$ cat src/design/bb3_pkg.sv
// ----------------------------------------------------------------------------
// bb3_pkg
// Shared types and constants of the 3x3 RGB box blur.
// ----------------------------------------------------------------------------
package bb3_pkg;

  localparam int MAX_WIDTH  = 1024;
  localparam int MAX_HEIGHT = 1024;

  localparam int DIM_W  = 11;                         // width of the frame size registers
  localparam int COL_W  = $clog2(MAX_WIDTH);
  localparam int ROW_W  = $clog2(MAX_HEIGHT + 2);
  localparam int CH_W   = 8;
  localparam int PIX_W  = 3 * CH_W;
  localparam int SUM_W  = 12;                         // 9 * 255
  localparam int CNT_W  = 4;                          // neighbour count up to 9
  localparam int NUM_W  = 13;                         // 2 * sum + count
  localparam int RCP_W  = 18;                         // reciprocal scale bits
  localparam int PRD_W  = NUM_W + RCP_W;

  localparam logic [DIM_W-1:0] WIDTH_RESET  = DIM_W'(640);
  localparam logic [DIM_W-1:0] HEIGHT_RESET = DIM_W'(480);

  typedef enum logic {
    CFG_WIDTH  = 1'b0,
    CFG_HEIGHT = 1'b1
  } cfg_idx_e;

  typedef enum logic [1:0] {
    S_IDLE,
    S_STEP,
    S_SUM,
    S_DIV
  } state_e;

  typedef struct packed {
    logic in_ready;
    logic load;      // latch item, start line store read
    logic step;      // shift window, write line store, advance position
    logic sum;       // register channel sums
    logic out_load;  // divide and load the output register
  } cmd_t;

  typedef struct packed {
    logic in_valid;
    logic ignore;    // flush during the frame
    logic has_out;   // current step produces a result
    logic out_free;
  } status_t;

  // ceil(2^RCP_W / (2 * n)) for the possible neighbour counts
  function automatic logic [RCP_W-1:0] recip(input logic [CNT_W-1:0] n);
    logic [RCP_W-1:0] r;
    case (n)
      4'd1:    r = RCP_W'(131072);
      4'd2:    r = RCP_W'(65536);
      4'd3:    r = RCP_W'(43691);
      4'd4:    r = RCP_W'(32768);
      4'd6:    r = RCP_W'(21846);
      4'd9:    r = RCP_W'(14564);
      default: r = '0;
    endcase
    return r;
  endfunction

  function automatic logic [DIM_W-1:0] clamp_dim(input logic [DIM_W-1:0] v,
                                                 input logic [DIM_W-1:0] maxv);
    logic [DIM_W-1:0] r;
    r = v;
    if (r == '0) r = DIM_W'(1);
    if (r > maxv) r = maxv;
    return r;
  endfunction

endpackage

$ cat src/design/bb3_ctrl.sv
// ----------------------------------------------------------------------------
// bb3_ctrl
// Sequencer of the box blur: load, step, sum, divide.
// ----------------------------------------------------------------------------
module bb3_ctrl (
  input  logic             clk_i,
  input  logic             rst_ni,
  input  bb3_pkg::status_t status_i,
  output bb3_pkg::cmd_t    cmd_o
);

  bb3_pkg::state_e state_q, state_d;

  always_ff @(posedge clk_i or negedge rst_ni) begin
    if (!rst_ni) begin
      state_q <= bb3_pkg::S_IDLE;
    end else begin
      state_q <= state_d;
    end
  end

  always_comb begin
    state_d = state_q;
    cmd_o   = '0;
    case (state_q)
      bb3_pkg::S_IDLE: begin
        cmd_o.in_ready = 1'b1;
        if (status_i.in_valid && !status_i.ignore) begin
          cmd_o.load = 1'b1;
          state_d    = bb3_pkg::S_STEP;
        end
      end
      bb3_pkg::S_STEP: begin
        cmd_o.step = 1'b1;
        state_d    = status_i.has_out ? bb3_pkg::S_SUM : bb3_pkg::S_IDLE;
      end
      bb3_pkg::S_SUM: begin
        cmd_o.sum = 1'b1;
        state_d   = bb3_pkg::S_DIV;
      end
      bb3_pkg::S_DIV: begin
        if (status_i.out_free) begin
          cmd_o.out_load = 1'b1;
          state_d        = bb3_pkg::S_IDLE;
        end
      end
      default: state_d = bb3_pkg::S_IDLE;
    endcase
  end

  a_ready_idle: assert property (@(posedge clk_i) disable iff (!rst_ni)
    cmd_o.in_ready |-> state_q == bb3_pkg::S_IDLE)
    else $error("input ready outside idle");

  a_step_after_load: assert property (@(posedge clk_i) disable iff (!rst_ni)
    cmd_o.load |=> cmd_o.step)
    else $error("load not followed by step");

  a_div_after_sum: assert property (@(posedge clk_i) disable iff (!rst_ni)
    cmd_o.sum |=> state_q == bb3_pkg::S_DIV)
    else $error("sum not followed by divide");

endmodule

$ cat config.mk
export PLATFORM = sky130hd
export DESIGN_NAME = bb3_ctrl
export DESIGN_NICKNAME = d
export VERILOG_FILES = /design/src/design/bb3_pkg.sv /design/src/design/bb3_ctrl.sv
export SDC_FILE = /design/constraint.sdc
export NUM_CORES = 1
export LEC_CHECK = 0
export ABC_AREA = 1
export ABC_CLOCK_PERIOD_IN_PS = 2150
export BUFFER_PORTS_ARGS = -buffer_cell sky130_fd_sc_hd__buf_4
export CORE_AREA = 10 10 47 49
export CTS_CLUSTER_SIZE = 28
export DETAILED_ROUTE_END_ITERATION = 16
export DIE_AREA = 0 0 57 59
export PLACE_DENSITY = 0.3
export SKIP_CTS_REPAIR_TIMING = 1
export SLEW_MARGIN = 20
export SYNTH_ARGS = -nofsm -noshare
export SYNTH_HDL_FRONTEND = slang
export SYNTH_SLANG_ARGS = --single-unit
$ cat constraint.sdc
create_clock -name clk_i -period 2.15 [get_ports clk_i]
set_input_delay 0.215 -clock clk_i [delete_from_list [all_inputs] [get_ports clk_i]]
set_output_delay 0.215 -clock clk_i [all_outputs]
set_load 0.005 [all_outputs]
==> flow_summary.ini <==
[cts]
clock-sinks = 2
insertion_delay_ns = 0.22
clk_pin_slew_ns = 0.03
htreeDepth = 1
cts_buffers = 3
cts-root-buf = clkbuf_4
cts_tree = yes
cts_max_path_buffers = 2

[power_and_ir_drop]
design_power_total_uw = 305
p_leak_uw = 0.000137
p_per_area_nw_per_um2 = 1250
vdd_ir_drop_max_uv = 338

[route]
viasPerCell = 3.25
wl_met1_um = 208
vias = 156
drtIter0Drc = 1
detail-route-antenna-nets = 0
drc = 0
top_layer = met3
wl_met3_um = 85
wl_um = 443
wire_per_inst_um = 9.23
wl_met2_um = 149
dr.pass1.iters = 2

[grt]
grt_pass1_vias = 168
grt.overflow.total = 0
grt_pass1_wl_um = 676
antenna_found_initial = 0
grt_max_degree = 6
grt_use_total = 0.0281

[yosys]
yosysWarnings = 0
synth-async-reset-ratio = 1.00
netlist_area_um2 = 118
syn_avg_cell_area_um2 = 6.53
synth-seq-cells = 2
ys_types = 7
yosys.area.top_type_share = 0.426
syn_inst = 18
syn_nets = 24
synth_top_cell_by_area = dfrtp_1
ys.flop_type = dfrtp_1
yosysMostFrequentCell = nand2_1
synth_edf_count = 0
synth_common_cells = nand2_1 (5), inv_1 (3), nor2_1 (3)
synthTopCellsByArea = dfrtp_1 (43%), nand2_1 (16%), nor2_2 (11%)
synth.yosys.seq_area_share = 0.426

[placement]
gp_congestion = 0.688
placed_cell_area_um2 = 213
dp_hpwl_um = 366
port_buffers = 10

[setup_path]
required_ns = 1.93
critPathKind = reg2out
crit_arrival_ns = 1.02
critPathMaxFanout = 5
cp-end-kind = output pin
start_kind = flip-flop

[status]
status = completed

[hold_path]
hold_path_class = in2reg

[final_layout]
area_growth_pct = 109
drive_gt1_frac = 0.500
post-route-util = 0.175
diodes = 0
design_area_um2 = 245
fill_cells = 165
nets = 40

[timing]
fmax_ghz = 0.807
post-route-min-period_ns = 1.24
worst_pin_slew_ns = 0.175
fin_crit_sh = 0.576
finClkSkew_ns = 0.00404
finalMaxSlewViolations = 0
setup_viol = 0
holdWs_ns = 0.218
finalHoldViolations = 0
rsz0062_at_grt = false
relSlewSlack = 0.884
fin_setup_tns_ns = 0

[die]
num_io_pins = 11
die_h_um = 59
rows = 14
fp.coreArea_um2 = 1400
die-area_um2 = 3360
initial_core_util = 0.0839
die_w_um = 57

[job]
max_cap_viol_count = 0
## logic make-up (layout without fill, tap and decap cells)
group                  after synthesis  after routing  share of synthesized area
and+or+nand+nor                     12             12                      0.447
DFF                                  2              2                      0.426
buffers and inverters                4             18                      0.128
## layer usage
layer	vias up	track usage
li1	82	-
met1	63	0.0320
met2	11	0.0186
met3	0	0.0300
met4	0	0.0403
met5	-	0
## critical path: stages, from the launching register on
cell and delay [ns]:
dfrtp_1 0.42, nor2_2 0.16, inv_2 0.04, nor2_2 0.07, buf_4 0.11
## cell type report
class | instances | area [um2] | area share
Inverter | 4 | 15.0 | 0.0612
Multi-Input combinational cell | 12 | 52.6 | 0.214
Tap cell | 16 | 20.0 | 0.0816
Clock buffer | 3 | 22.5 | 0.0918
Timing Repair Buffer | 11 | 85.1 | 0.347
Sequential cell | 2 | 50.0 | 0.204
## metrics by stage
| stage | setup WS [ns] | cells |
|---|---|---|
| 3_3_place_gp | 1.16 | 44 |
| 2_1_floorplan | 1.26 | 18 |
| 6_report | 0.911 | 48 |
| 5_1_grt | 0.847 | 48 |
| 3_5_place_dp | 1.13 | 44 |
| 4_1_cts | 0.891 | 47 |
## placed cells by master, fill, tap and decap left out, drive strengths merged
cell         instances
inv                  4
dfrtp                2
clkbuf               3
nor2                 5
nand2                5
nand3                2
dlygate4sd3          1
buf                 10
## where the power goes
group	internal [uW]	leakage [uW]	switching, uW
combinational	74.0	0.0000994	65.9
clock	61.6	0.0000138	21.3
sequential	57.0	0.0000242	25.5
total	193	0.000137	113
## final timing paths
kind | start | end | slack, ns | cells after the start
max | state_q[0] | cmd_o[3] | 0.91 | 4
min | status_i[1] | flip-flop | 0.22 | 3
max reg2reg | state_q[0] | state_q[0] | 1.38 | 3
min reg2reg | flip-flop | flip-flop | 0.58 | 2
max in group asynchronous | rst_ni | state_q[0] | 1.75 | 2
min in group asynchronous | rst_ni | async pin | 0.31 | 2
No activity file was read; power rests on OpenSTA's default activity.
